**src/hw/rtl/wdf_pkg.sv**
```systemverilog
// ----------------------------------------------------------------------------
// wdf_pkg
// Shared constants, types and helpers for the wet/dry face flux pipeline.
// ----------------------------------------------------------------------------
package wdf_pkg;

    localparam int FRAC_BITS_DEF = 16;
    localparam int QW            = 31;
    localparam logic [QW-1:0] QMAX = {QW{1'b1}};

    localparam int DIV_LAT  = QW + 1;
    localparam int FACE_LAT = 2 * DIV_LAT + 7;

    localparam int CIW = 2;
    localparam logic [CIW-1:0] CFG_GRAVITY   = 2'd0;
    localparam logic [CIW-1:0] CFG_DRY_DEPTH = 2'd1;
    localparam logic [CIW-1:0] CFG_CELL_SIZE = 2'd2;
    localparam logic [CIW-1:0] CFG_TIME_STEP = 2'd3;

    localparam logic [QW-1:0] GRAVITY_RST   = 31'd642908;
    localparam logic [QW-1:0] DRY_DEPTH_RST = 31'd7;
    localparam logic [QW-1:0] CELL_SIZE_RST = 31'd131072;
    localparam logic [QW-1:0] TIME_STEP_RST = 31'd65536;

    typedef struct packed {
        logic [QW-1:0] gravity;
        logic [QW-1:0] dry_depth;
        logic [QW-1:0] cell_size;
        logic [QW-1:0] time_step;
    } t_cfg;

    typedef struct packed {
        logic               ritter;
        logic [QW-1:0]      vol;
        logic signed [31:0] mass;
        logic [QW-1:0]      mom;
    } t_face_res;

    function automatic int sqrt_lat(input int f);
        return (32 + f) / 2;
    endfunction

    function automatic logic [QW-1:0] depth_of(input logic signed [31:0] a,
                                               input logic signed [31:0] b);
        logic signed [32:0] d;
        d = 33'(a) - 33'(b);
        if (d[32]) begin
            return '0;
        end else if (d[31]) begin
            return QMAX;
        end
        return d[QW-1:0];
    endfunction

    function automatic logic signed [31:0] floor_mean(input logic signed [31:0] a,
                                                      input logic signed [31:0] b);
        logic signed [32:0] s;
        s = 33'(a) + 33'(b);
        return s[32:1];
    endfunction

endpackage

```
**src/hw/rtl/wdf_sqrt.sv**
```systemverilog
// ----------------------------------------------------------------------------
// wdf_sqrt
// Pipelined restoring square root of x << FRAC_BITS, one root bit a stage.
// ----------------------------------------------------------------------------
module wdf_sqrt #(
    parameter int FRAC_BITS = wdf_pkg::FRAC_BITS_DEF
) (
    input  logic                  i_clk,
    input  logic                  i_en,
    input  logic [wdf_pkg::QW-1:0] i_x,
    output logic [wdf_pkg::QW-1:0] o_root
);
    import wdf_pkg::*;

    localparam int RW = sqrt_lat(FRAC_BITS);

    logic [RW+1:0]   r_rem  [RW];
    logic [RW-1:0]   r_root [RW];
    logic [2*RW-1:0] r_rad  [RW];

    genvar k;
    generate
        for (k = 0; k < RW; k++) begin : g_stage
            logic [RW+1:0]   w_rem_prev;
            logic [RW-1:0]   w_root_prev;
            logic [2*RW-1:0] w_rad_prev;
            logic [RW+1:0]   w_acc;
            logic [RW+1:0]   w_trial;
            logic            w_ge;

            if (k == 0) begin : g_first
                assign w_rem_prev  = '0;
                assign w_root_prev = '0;
                assign w_rad_prev  = (2*RW)'({i_x, {FRAC_BITS{1'b0}}});
            end else begin : g_next
                assign w_rem_prev  = r_rem[k-1];
                assign w_root_prev = r_root[k-1];
                assign w_rad_prev  = r_rad[k-1];
            end

            assign w_acc   = {w_rem_prev[RW-1:0], w_rad_prev[2*RW-1 -: 2]};
            assign w_trial = {w_root_prev, 2'b01};
            assign w_ge    = (w_acc >= w_trial);

            always_ff @(posedge i_clk) begin
                if (i_en) begin
                    r_rem[k]  <= w_ge ? (w_acc - w_trial) : w_acc;
                    r_root[k] <= {w_root_prev[RW-2:0], w_ge};
                    r_rad[k]  <= w_rad_prev << 2;
                end
            end
        end
    endgenerate

    assign o_root = QW'(r_root[RW-1]);

endmodule

```
**config.mk**
```make
export PLATFORM = sky130hd
export DESIGN_NAME = wdf_sqrt
export DESIGN_NICKNAME = d
export VERILOG_FILES = /design/src/hw/rtl/wdf_pkg.sv /design/src/hw/rtl/wdf_sqrt.sv
export SDC_FILE = /design/constraint.sdc
export NUM_CORES = 2
export LEC_CHECK = 0
export ABC_AREA = 1
export BUFFER_PORTS_ARGS = -buffer_cell sky130_fd_sc_hd__buf_4
export CAP_MARGIN = 15
export CORE_UTILIZATION = 50
export DETAILED_ROUTE_END_ITERATION = 12
export GPL_TIMING_DRIVEN = 0
export HOLD_SLACK_MARGIN = 0.1
export MAX_ROUTING_LAYER = met4
export PLACE_DENSITY = 0.73
export SETUP_SLACK_MARGIN = 0.3
export SYNTH_ARGS = -nofsm -noshare
export SYNTH_HDL_FRONTEND = slang
export SYNTH_SLANG_ARGS = --single-unit
```
**constraint.sdc**
```tcl
create_clock -name i_clk -period 2.1 [get_ports i_clk]
set_input_delay 0.21 -clock i_clk [delete_from_list [all_inputs] [get_ports i_clk]]
set_output_delay 0.21 -clock i_clk [all_outputs]
set_load 0.005 [all_outputs]
```
## Word-level counts from Yosys, hierarchy flattened

Memory sizes are Yosys's and may differ from the RTL's.
Cells that the tools add are included.

- Bits in writable memories: 2304
- Memories kept: 3
- Bits in registers: 0
- Output and inout bits: 31

Memories:

| name | words | bits a word | rd ports | clocked after memory_dff | write ports | line | RTL |
|---|---|---|---|---|---|---|---|
| r_rad | 24 | 46 | 23 | 0 | 24 | wdf_sqrt.sv:19 | `logic [2*RW-1:0] r_rad [RW];` |
| r_rem | 24 | 26 | 23 | 0 | 24 | wdf_sqrt.sv:17 | `logic [RW+1:0] r_rem [RW];` |
| r_root | 24 | 24 | 24 | 0 | 24 | wdf_sqrt.sv:18 | `logic [RW-1:0] r_root [RW];` |

- Muxes and demuxes: 26
- Order comparisons: 24
- Add/sub/neg operators: 24

Operator list:

| kind | number |
|---|---|
| $mux 26 | 24 |
| $ge 26x26->1 | 23 |
| $sub 26x26->26 | 23 |
| $mux 1 | 2 |
| $sub 1x1->2 const B | 1 |
| $ge 1x1->1 const B | 1 |

## Longest topological paths before layout

An unclocked memory read counts as a cell.

- Word-level depth: 3
- Depth in mapped cells: 16

## Least setup slack after synthesis

Ideal clock, no wire load.

- Kind: register to register
- Start: memory r_root[2][24] in the netlist's numbering
- End: memory r_rem[2][67] in the netlist's numbering, data pin
- Cell stages (with the launch flop): 17
- Slack: -0.103 ns
- Arrival: 1.949 ns
- Period minus slack after synthesis: 2.203 ns
- Cell sequence: edfxtp_1 -> inv_1 -> ha_1 -> inv_1 -> fa_1 -> inv_1 -> nand3_1 -> nand3_1 -> nand2_1 -> nand2_1 -> nand2_1 -> nand3_2 -> inv_2 -> buf_6 -> buf_6 -> nand2_1 -> nand2_1

RTL lines:

| element | line |
|---|---|
| from (decl) | wdf_sqrt.sv:18 |
| to (decl) | wdf_sqrt.sv:17 |

==> results.cfg <==
[drt]
drc = 0
drt_first_iter_violations = 3949
routed-via-count = 54458
vias_per_cell = 5.24
post_drt_wl_per_cell_um = 17.3
ant_nets = 0
dr.pass1.iters = 8
finalWirelength_mm = 180

[logic_synthesis]
syn_area_per_cell_sq_um = 8.25
synth_top_cell_by_area = edfxtp_1
ys_seq_elements = 1048
netlist_area_sq_um = 63400
yosys_warnings = 0
synth_edf_count = 1048
synth_ff_type = edfxtp_1
synth_area_leaders = edfxtp_1 50%, nand2_1 15%, inv_1 8.0%
synthArstFlopShare_pct = 0
synth-seq-area-share_pct = 49.6
yosys.area.top_type_share_pct = 49.6
syn_inst = 7689
synth.distinct_cells = 50

[timing]
setup_tns_ns = -27.53
fin_crit_ns = 2.36
period_share_pct = 112
rsz0062_at_grt = yes
clock_skew_ns = 0.0297
hold_viol_final = 32
hold_ws_ns = -0.0419
fmaxAchievable_mhz = 424
timing.final.ws_setup_ns = -0.257
setup_viol = 283
final_max_slew_viol_count = 0
slew_headroom_pct = 50.0
worst_pin_slew_ns = 0.751

[power]
power_switching_w = 0.0233
combPwrFrac_pct = 31.6
power_frac_clock_pct = 28.2
power_frac_seq_pct = 40.2
vdd_drop_max_uv = 768
p_int_w = 0.0470
p_per_area_nw_per_um2 = 816
p_sw_share_pct = 33.2
power_leakage_nw = 38.5

[setup_path]
worstSetupPathType = flip-flop to flip-flop
rrSetupSlack_ns = -0.26
regToRegEndpoint = r_rem[2][65]
arrival_ns = 2.83
crit_slowest_cell = edfxtp_1
cp-end-kind = flip-flop
crit_path_max_fanout = 6
crit_path_cell_trace = inv_2 > ha_4 > inv_2 > fa_2 > inv_2 > nand3_2 > nand3_4 > nand2_2 > nand2_2 > nand2_2 > nand3_4 > inv_4 > buf_12 > buf_12 > nand2_2 > nand2_2
start_kind = flip-flop
reg2reg_depth = 16
max_stage_delay_ns = 0.43
cp_common_cell = nand2_2
cp.required_ns = 2.57
rr_startpoint = r_root[2][24]

[final_layout]
final_common_cell = nand2_1
antennaDiodeCount = 0
fillerInstances = 9485
drive_gt1_share_pct = 31.2
layout.nets = 8996
final_cell_mix = 2032 x nand2_1, 1135 x inv_1, 1048 x edfxtp_1
syn2layout_area_growth_pct = 35.8

[clock_tree]
ctsHoldBuffers = 31
clk_latency_ns = 0.74
clock_tree.root_cell = clkbuf_16
cts_buffers = 110
clk_pin_slew_ns = 0.06
cts_sinks = 1048
cts_tree = built
ctsLongestPathBuffers = 3
htree_levels = 3

[status]
outcome = finished with violations
violations = negative hold slack, negative setup slack

[grt]
overflow = 0
first_global_vias = 52443
track_usage_pct = 27.9
grt_pass1_wl_mm = 274
antenna_found_initial = 1
grt_max_degree = 132

[floorplan]
placementRows = 130
die_area_sq_um = 128000
start_util_pct = 50.4
die_width_um = 358
pin_count = 64
core_area_sq_um = 126000
die_h_um = 358

[worst_hold_path]
hold_class = primary input to flip-flop
holdPathEnd = r_rad[0][22]
min_from = i_en
holdPathStages = 1

[place]
gp_routability_congestion = 0.951
portBuffers = 56
dp.final_hpwl_mm = 123

[flow_run]
maxCapViolCount = 0
[worst max-delay path: cells and delay by family, from the launching register on]
family	cells	cell delay, ns
AND/OR/NAND/NOR	8	0.62
buffers and inverters	6	0.56
adder cells (fa/ha/maj)	2	0.48
flip-flops	1	0.43
[power groups by stage]
stage	sequential (W)	combinational (W)	clock (W)
after floorplan	0.0275	0.0118	0
after global placement	0.0287	0.0155	0
after detailed placement	0.0284	0.0157	0
after CTS	0.0281	0.0196	0.0202
after global routing	0.0285	0.0243	0.0209
final	0.0283	0.0222	0.0198
[stage by stage]
stage               area, sq um  cells  power (W)  setup slack, ns  utilization (%)
finish                    86100  10388     0.0703           -0.257             68.5
global route              86100  10388     0.0737           -0.330             68.5
CTS                       81800  10194     0.0680           -0.222             65.1
detailed placement        68000   9410     0.0441           -0.860             54.1
global placement          67800   9402     0.0442            -8.10             53.9
floorplan                 65300   7696     0.0393          -0.0102                -
[routing by layer]
layer | share of wire (%) | routed length, um | GRT usage (%)
met1 | 41 | 73800 | 34.0
met4 | 4.5 | 8040 | 10.5
met3 | 4.9 | 8870 | 2.96
met2 | 50 | 89100 | 47.5
met5 | 0 | 0 | -
[cells in the mapped netlist, types with 57 or more instances]
master / number
a21oi_1: 244
edfxtp_1: 1048
ha_1: 308
inv_1: 1356
nand2_1: 2580
nand3_1: 440
nand3b_1: 102
nand4_1: 123
nor2_1: 687
o21ai_0: 142
o21ai_1: 57
xnor2_1: 88
xor2_1: 90
[cells by family (layout without fill, tap and decap cells)]
| group | count (synthesis) | count (layout) | share of synthesized area, % |
|---|---|---|---|
| compound gates | 536 | 536 | 4.72 |
| other cells | 1 | 8 | 0.00591 |
| xor+xnor | 178 | 178 | 2.46 |
| flops | 1048 | 1048 | 49.6 |
| simple gates | 4145 | 4145 | 27.6 |
| fa+ha+maj | 315 | 315 | 6.30 |
| buf+inv | 1466 | 2508 | 9.32 |
[worst max-delay path by stage]
stage	slack, ns	cells after the start	end	start
floorplan	-0.01	14	r_rem[2][88]	r_root[2][48]
global placement	-8.10	1	r_root[2][145]	i_en
detailed placement	-0.86	4	r_rem[2][130]	i_en
CTS	-0.22	16	r_rem[2][61]	r_root[2][24]
global route	-0.33	16	r_rem[2][40]	r_root[2][0]
finish	-0.26	16	r_rem[2][65]	r_root[2][24]
[registers in the layout, indices dropped and copies added, names as in the netlist]
signal,cells
r_rem,508
r_root,300
r_rad,240
[cell type report]
| type | instances | area (sq um) | area share, % |
|---|---|---|---|
| multi-input cells | 5182 | 34100 | 39.6 |
| flip-flops and latches | 1048 | 31500 | 36.5 |
| repair buffers | 838 | 8260 | 9.59 |
| inverters | 1389 | 5370 | 6.23 |
| clock buffers | 125 | 2810 | 3.26 |
| well taps | 1650 | 2060 | 2.40 |
| plain buffers | 77 | 1170 | 1.36 |
| clock inverters | 77 | 870 | 1.01 |
| repair inverters | 2 | 16.3 | 0.0189 |
[what timing repair did]
item                                    in CTS  in global routing
pin swaps                                  333                253
buffers inserted                           500                185
gates cloned                                51                  9
hold endpoints to repair                   144                113
endpoints found under the setup margin     618                621
gates resized for setup                   1214                708
(Power assumes the default switching activity.)
