### config.mk
export PLATFORM = sky130hd
export DESIGN_NAME = wdf_mul
export DESIGN_NICKNAME = d
export VERILOG_FILES = /design/src/hw/rtl/wdf_pkg.sv /design/src/hw/rtl/wdf_mul.sv
export SDC_FILE = /design/constraint.sdc
export NUM_CORES = 2
export LEC_CHECK = 0
export BUFFER_PORTS_ARGS = -buffer_cell sky130_fd_sc_hd__buf_4
export CAP_MARGIN = 25
export CORE_MARGIN = 2
export CORE_UTILIZATION = 61
export CTS_CLUSTER_SIZE = 10
export DETAILED_ROUTE_END_ITERATION = 7
export PLACE_DENSITY = 0.81
export SLEW_MARGIN = 5
export SYNTH_ARGS = -nofsm -noshare
export SYNTH_HDL_FRONTEND = slang
export SYNTH_SLANG_ARGS = --single-unit
export TNS_END_PERCENT = 10
### constraint.sdc
create_clock -name i_clk -period 7.47 [get_ports i_clk]
set_input_delay 0.747 -clock i_clk [delete_from_list [all_inputs] [get_ports i_clk]]
set_output_delay 0.747 -clock i_clk [all_outputs]
set_load 0.01 [all_outputs]
### src/hw/rtl/wdf_pkg.sv
// ----------------------------------------------------------------------------
// wdf_pkg
// Shared constants, types and helpers for the wet/dry face flux pipeline.
// ----------------------------------------------------------------------------
package wdf_pkg;

    localparam int FRAC_BITS_DEF = 16;
    localparam int QW            = 31;
    localparam logic [QW-1:0] QMAX = {QW{1'b1}};

    localparam int DIV_LAT  = QW + 1;
    localparam int FACE_LAT = 2 * DIV_LAT + 7;

    localparam int CIW = 2;
    localparam logic [CIW-1:0] CFG_GRAVITY   = 2'd0;
    localparam logic [CIW-1:0] CFG_DRY_DEPTH = 2'd1;
    localparam logic [CIW-1:0] CFG_CELL_SIZE = 2'd2;
    localparam logic [CIW-1:0] CFG_TIME_STEP = 2'd3;

    localparam logic [QW-1:0] GRAVITY_RST   = 31'd642908;
    localparam logic [QW-1:0] DRY_DEPTH_RST = 31'd7;
    localparam logic [QW-1:0] CELL_SIZE_RST = 31'd131072;
    localparam logic [QW-1:0] TIME_STEP_RST = 31'd65536;

    typedef struct packed {
        logic [QW-1:0] gravity;
        logic [QW-1:0] dry_depth;
        logic [QW-1:0] cell_size;
        logic [QW-1:0] time_step;
    } t_cfg;

    typedef struct packed {
        logic               ritter;
        logic [QW-1:0]      vol;
        logic signed [31:0] mass;
        logic [QW-1:0]      mom;
    } t_face_res;

    function automatic int sqrt_lat(input int f);
        return (32 + f) / 2;
    endfunction

    function automatic logic [QW-1:0] depth_of(input logic signed [31:0] a,
                                               input logic signed [31:0] b);
        logic signed [32:0] d;
        d = 33'(a) - 33'(b);
        if (d[32]) begin
            return '0;
        end else if (d[31]) begin
            return QMAX;
        end
        return d[QW-1:0];
    endfunction

    function automatic logic signed [31:0] floor_mean(input logic signed [31:0] a,
                                                      input logic signed [31:0] b);
        logic signed [32:0] s;
        s = 33'(a) + 33'(b);
        return s[32:1];
    endfunction

endpackage

### src/hw/rtl/wdf_mul.sv
// ----------------------------------------------------------------------------
// wdf_mul
// Registered saturating fixed-point multiply of two unsigned magnitudes.
// ----------------------------------------------------------------------------
module wdf_mul #(
    parameter int FRAC_BITS = wdf_pkg::FRAC_BITS_DEF
) (
    input  logic                  i_clk,
    input  logic                  i_en,
    input  logic [wdf_pkg::QW-1:0] i_a,
    input  logic [wdf_pkg::QW-1:0] i_b,
    output logic [wdf_pkg::QW-1:0] o_p
);
    import wdf_pkg::*;

    logic [2*QW-1:0] w_prod;
    logic [2*QW-1:0] w_sh;
    logic [QW-1:0]   r_p;

    assign w_prod = (2*QW)'(i_a) * (2*QW)'(i_b);
    assign w_sh   = w_prod >> FRAC_BITS;

    always_ff @(posedge i_clk) begin
        if (i_en) begin
            r_p <= (|w_sh[2*QW-1:QW]) ? QMAX : w_sh[QW-1:0];
        end
    end

    assign o_p = r_p;

endmodule

After elaboration in Yosys (flattened, before gate mapping):

Index checks and enable logic that the tools add are counted.

* bits in registers: 31
* word-level logic and storage cells: 3

* $mul: 1
* reduce and logical (&&, ||, !) cells: 1

Operators with widths (count)
* multiplier 31 x 31 -> 62 bit: 1
* OR reduction 15 bit: 1

Longest topological paths before layout:

* depth in word-level cells: 2
* mapped depth: 31
* mapped depth without buffers: 28

Least setup slack after synthesis:

No wires, ideal clock.

* path kind: input-to-reg
* start point: input i_b[8] (netlist name)
* end point: register r_p[0], in the netlist o_p[0] (data pin)
* stages on the path: 26
* arrival time: 7.698 ns
* path slack: -0.502 ns
* required time: 7.196 ns
* path through: clkbuf_1 > and2_1 > fa_1 > fa_1 > inv_1 > fa_1 > fa_1 > fa_1 > inv_1 > fa_1 > fa_1 > inv_1 > fa_1 > inv_1 > ha_1 > nand2_1 > o21ai_1 > a31oi_1 > o311ai_1 > a311o_1 > or4_1 > a32oi_1 > nand4_1 > nor2_4 > buf_6 > nand4_1

* word-level cells in the longest chain between the ends: 2

Ends and longest elaborated chain
* start: declaration: line wdf_mul.sv:11 `input logic [wdf_pkg::QW-1:0] i_b,`
* multiplier 31 x 31 -> 62 bit (*): line wdf_mul.sv:20 `assign w_prod = (2*QW)'(i_a) * (2*QW)'(i_b);`
* OR reduction 15 bit: line wdf_mul.sv:25 `r_p <= (|w_sh[2*QW-1:QW]) ? QMAX : w_sh[QW-1:0];`
* end signal: assignment: line wdf_mul.sv:25
* end: declaration: line wdf_mul.sv:18 `logic [QW-1:0] r_p;`

Every way passes the cells marked *; elsewhere a longest branch is shown, timed or not.
A chain may end at the register's enable or synchronous reset.

Worst setup path in the final report:

* start point: input i_a[12] (netlist name)
* end point: register r_p[2], in the netlist o_p[2] (data pin)

* word-level cells in the longest chain between the ends: 2

Ends and longest elaborated chain
* start: declaration: line wdf_mul.sv:10 `input logic [wdf_pkg::QW-1:0] i_a,`
* multiplier 31 x 31 -> 62 bit (*): line wdf_mul.sv:20
* OR reduction 15 bit: line wdf_mul.sv:25

Marks and branches as above.

==> out/results.env <==
SYNTH_TOP_FAMILY_BY_AREA='adder cells'
HOLD_SLACK_PS=925
SYNTHFLOPTYPE='sky130_fd_sc_hd__edfxtp_1'
DRT-MET1-WL_MM=35.0
FIRSTDRTPASSITERS=5
FAILED_CHECKS='negative setup slack'
FINAL_CELL_COUNT_NO_FILL=4663
CTS_HOLD_BUF=0
CRITPATHCAPTURETYPE='flip-flop'
YOSYSUNIQUECELLTYPES=64
TIMING.CRITICAL_PATH.FROM_TYPE='primary input'
DRT_ITER0_MARKERS=2195
SYNTHXORXNORAREAFRAC=0.0114
FLOORPLAN.DIE.WIDTH_UM=237
SYNTH_FP_NETS=4815
GLOBALPLACE.CONGESTION=0.964
HTREE_NUM_LEVELS=2
NUMBER_OF_BUFFER_CELLS_ADDED_ON_PRIMARY_PORTS=94
HOLD_DEPTH=1
PLACE.DETAILED.INSTANCES=4643
MAXCAPVIOLCOUNT=0
CORE_REGION_AREA_SQ_UM=53700
HPWL_REPORTED_AT_THE_END_OF_DETAILED_PLACEMENT_MM=77.7
SYN_AREA_PER_CELL_SQ_UM=9.02
LAYOUT_COMMONEST_CELL='sky130_fd_sc_hd__fa_1'
YOSYS.AREA_SHARE.SIMPLE=0.196
SYNTH_SEQ_CELLS=31
MOSTFREQUENTLAYOUTCELLS='sky130_fd_sc_hd__fa_1 (828), sky130_fd_sc_hd__inv_1 (797), sky130_fd_sc_hd__and2_1 (569)'
YOSYS-MUX-AREA-FRACTION=0.000909
WORST-SETUP-PATH-TYPE='in -> reg'
DIE-HEIGHT_UM=237
PROPORTION_OF_REGISTER_BITS_WITH_ASYNCHRONOUS_SET_OR_RESET_AFTER_SYNTHESIS=0
CRIT_PATH_MAX_FANOUT=15
WORST_HOLD_PATH.ENDPOINT='o_p[24]'
WL_MM=88.5
FINAL.SETUP.TNS_PS=-19120
TIMING.CRITICAL_PATH.BUF_INV=7
GR-USAGE-ALL-LAYERS=0.327
CP.ARRIVAL_PS=8130
TIMING.CRITICAL_PATH.REQUIRED_PS=7490
CLK_PIN_SLEW_WORST_PATHS_PS=50
POST-ROUTE-DRC-COUNT=0
SYNTHESIZED_AREA_FRACTION_OCCUPIED_BY_AO_OA_AOI_AND_OAI_CELLS=0.0446
CTS_ROOT_BUFFER='sky130_fd_sc_hd__clkbuf_16'
FLOORPLAN.IO_PINS=95
VIA_COUNT_NORMALIZED_BY_INSTANCE_COUNT=5.61
WORST_HOLD_STARTPOINT='i_en'
CP_TOP_FAMILY='adder cells'
ROWS=85
FINAL-MAX-SLEW-VIOLATION-COUNT=0
NUMCTSBUFFERS=5
GRT_MAX_DEGREE=32
GRT_PASS1_VIAS=28200
FLOORPLAN.INITIALDENSITY=0.615
MET2_LENGTH_MM=43.7
CLOCK_SINK_COUNT=31
DRIVE_ABOVE_1_SHARE=0.150
ROUTED.TOP_LAYER='met4'
SYNTH-ADDER-AREA-SHARE=0.602
GRT_PASS1_WL_MM=145
RUN_STATUS='finished, violations left'
SYNTH_EDF_COUNT=31
CRITICAL_PATH.SLOWEST_CELL='sky130_fd_sc_hd__fa_1'
RSZ_0062_RAISED_AFTER_GLOBAL_ROUTING='true'
CTS_TREE='done'
CP-STARTPOINT='i_a[12]'
NUMBER_OF_FLIP_FLOPS_UNDER_THE_LARGEST_REGISTER_NAME=31
HOLD_PATH.CLASS='in -> reg'
MAX_STAGE_DELAY_PS=590
ANTENNA_VIOLATING_NETS_POST_ROUTE=0
DRT-WIRELENGTH-PER-CELL_UM=19.0
GRT_ANTENNA_BEFORE_REPAIR=1
CRIT_PATH_FREQUENT_CELL='sky130_fd_sc_hd__fa_1'
FINALCRITPERIODSHARE=1.09
OVERALL_DIE_AREA_SQ_UM=56000
SYNTH.CELL_AREA_SQ_UM=33000
AREA_GROWTH_FROM_SYNTHESIS_TO_LAYOUT_PCT=14.1
GLOBALROUTE.TOTALOVERFLOW=0
POSTSYNTHCELLCOUNT=3663
TIMING_HOLD_VIOLATIONS_FINAL=0
CLOCKBUFFERDEPTH=2
WORST-SLEW-PIN-TRANSITION_PS=550
FINAL_PERIOD_MINUS_WORST_SETUP_SLACK_PS=8110
FINAL_CRITICAL_PATH_SETUP_SLACK_PS=-641
WORST_RELATIVE_SLEW_SLACK=0.629
WARNINGS_FROM_YOSYS=0
FMAXACHIEVABLE_MHz=123
FINISH.NET_COUNT=5117
DETAILROUTE.VIA_COUNT=26200
CRIT_CELLS=27
SETUP_VIOL=31
YS_SEQ_AREA_FRAC=0.0282
MET3_WIRELENGTH_MM=6.56
cell usage after synthesis (2+ instances only):
master / number / share of area
sky130_fd_sc_hd__nor2b_1: 5 / 0.00095
sky130_fd_sc_hd__o211ai_1: 5 / 0.0011
sky130_fd_sc_hd__and4_1: 5 / 0.0013
sky130_fd_sc_hd__a31oi_1: 9 / 0.0017
sky130_fd_sc_hd__o21ai_0: 54 / 0.0082
sky130_fd_sc_hd__a21oi_1: 82 / 0.012
sky130_fd_sc_hd__nor4_1: 7 / 0.0013
sky130_fd_sc_hd__or3_1: 5 / 0.00095
sky130_fd_sc_hd__o21ai_1: 9 / 0.0014
sky130_fd_sc_hd__a211o_1: 2 / 0.00053
sky130_fd_sc_hd__and3_1: 7 / 0.0013
sky130_fd_sc_hd__o21bai_1: 6 / 0.0014
sky130_fd_sc_hd__nand4_1: 55 / 0.010
sky130_fd_sc_hd__a21o_1: 20 / 0.0045
sky130_fd_sc_hd__inv_1: 803 / 0.091
sky130_fd_sc_hd__nand4_2: 3 / 0.0011
sky130_fd_sc_hd__buf_2: 5 / 0.00076
sky130_fd_sc_hd__buf_6: 4 / 0.0014
sky130_fd_sc_hd__clkbuf_1: 200 / 0.023
sky130_fd_sc_hd__fa_1: 836 / 0.51
sky130_fd_sc_hd__a2bb2oi_1: 2 / 0.00053
sky130_fd_sc_hd__and2_1: 578 / 0.11
sky130_fd_sc_hd__or4_1: 4 / 0.00091
sky130_fd_sc_hd__a311o_1: 2 / 0.00061
sky130_fd_sc_hd__a21oi_4: 3 / 0.0015
sky130_fd_sc_hd__a211oi_1: 8 / 0.0018
sky130_fd_sc_hd__xnor2_1: 28 / 0.0074
sky130_fd_sc_hd__nand2_1: 460 / 0.052
sky130_fd_sc_hd__o211a_1: 2 / 0.00061
sky130_fd_sc_hd__ha_1: 252 / 0.095
sky130_fd_sc_hd__xor2_1: 15 / 0.0040
sky130_fd_sc_hd__mux2i_1: 3 / 0.00091
sky130_fd_sc_hd__nand3_1: 13 / 0.0020
sky130_fd_sc_hd__o311ai_1: 2 / 0.00053
sky130_fd_sc_hd__nor2_1: 82 / 0.0093
sky130_fd_sc_hd__nor4b_1: 2 / 0.00053
sky130_fd_sc_hd__nand2b_1: 6 / 0.0011
sky130_fd_sc_hd__o31ai_1: 3 / 0.00068
sky130_fd_sc_hd__edfxtp_1: 31 / 0.028
sky130_fd_sc_hd__o21a_1: 12 / 0.0027
sky130_fd_sc_hd__nor3_1: 10 / 0.0015
cell families (layout without fill, tap and decap cells):
logic type / Yosys count / after routing
mux: 3 / 3
flops: 31 / 31
other cells: 0 / 2
simple gates: 1249 / 1249
fa+ha+maj: 1088 / 1088
xor+xnor: 43 / 43
buf+inv: 1013 / 1315
compound gates: 236 / 236
how the worst max path moves through the flow:
stage                     slack, ps  endpoint
final                          -640    o_p[2]
after global routing           -850    o_p[0]
after floorplan                -190    o_p[6]
after global placement         -790   o_p[26]
after detailed placement       -890   o_p[22]
after CTS                      -590   o_p[18]
area by class of cell:
| cell class | instances | area (sq um) |
|---|---|---|
| Fill cell | 3940 | 16000 |
| Timing Repair Buffer | 505 | 4090 |
| Tap cell | 696 | 871 |
| Inverter | 803 | 3010 |
| Clock inverter | 2 | 8.76 |
| Clock buffer | 5 | 125 |
| Antenna cell | 2 | 5.00 |
| Multi-Input combinational cell | 2619 | 28600 |
| Sequential cell | 31 | 931 |
metal layers:
layer,track usage,vias to the layer above
met5,0,-
met4,0.101,0
met3,0.0345,242
met2,0.554,1153
met1,0.447,13400
li1,-,11400
per-stage QoR:
step / utilization / instance area (sq um) / setup slack (ps)
floorplan: - / 33300 / -192
global placement: 0.690 / 37100 / -790
global route: 0.702 / 37700 / -849
finish: 0.702 / 37700 / -641
detailed placement: 0.690 / 37100 / -894
CTS: 0.693 / 37200 / -593
what timing repair did:
action,in CTS,in global routing
setup buffers,0,6
resized for setup,2,83
setup endpoints to repair,31,31
pin swaps,0,43
gates cloned,0,5
Power is left out: the tool's default activity adds up to more than one toggle a clock period on the data nets, which glitch-free logic cannot reach.
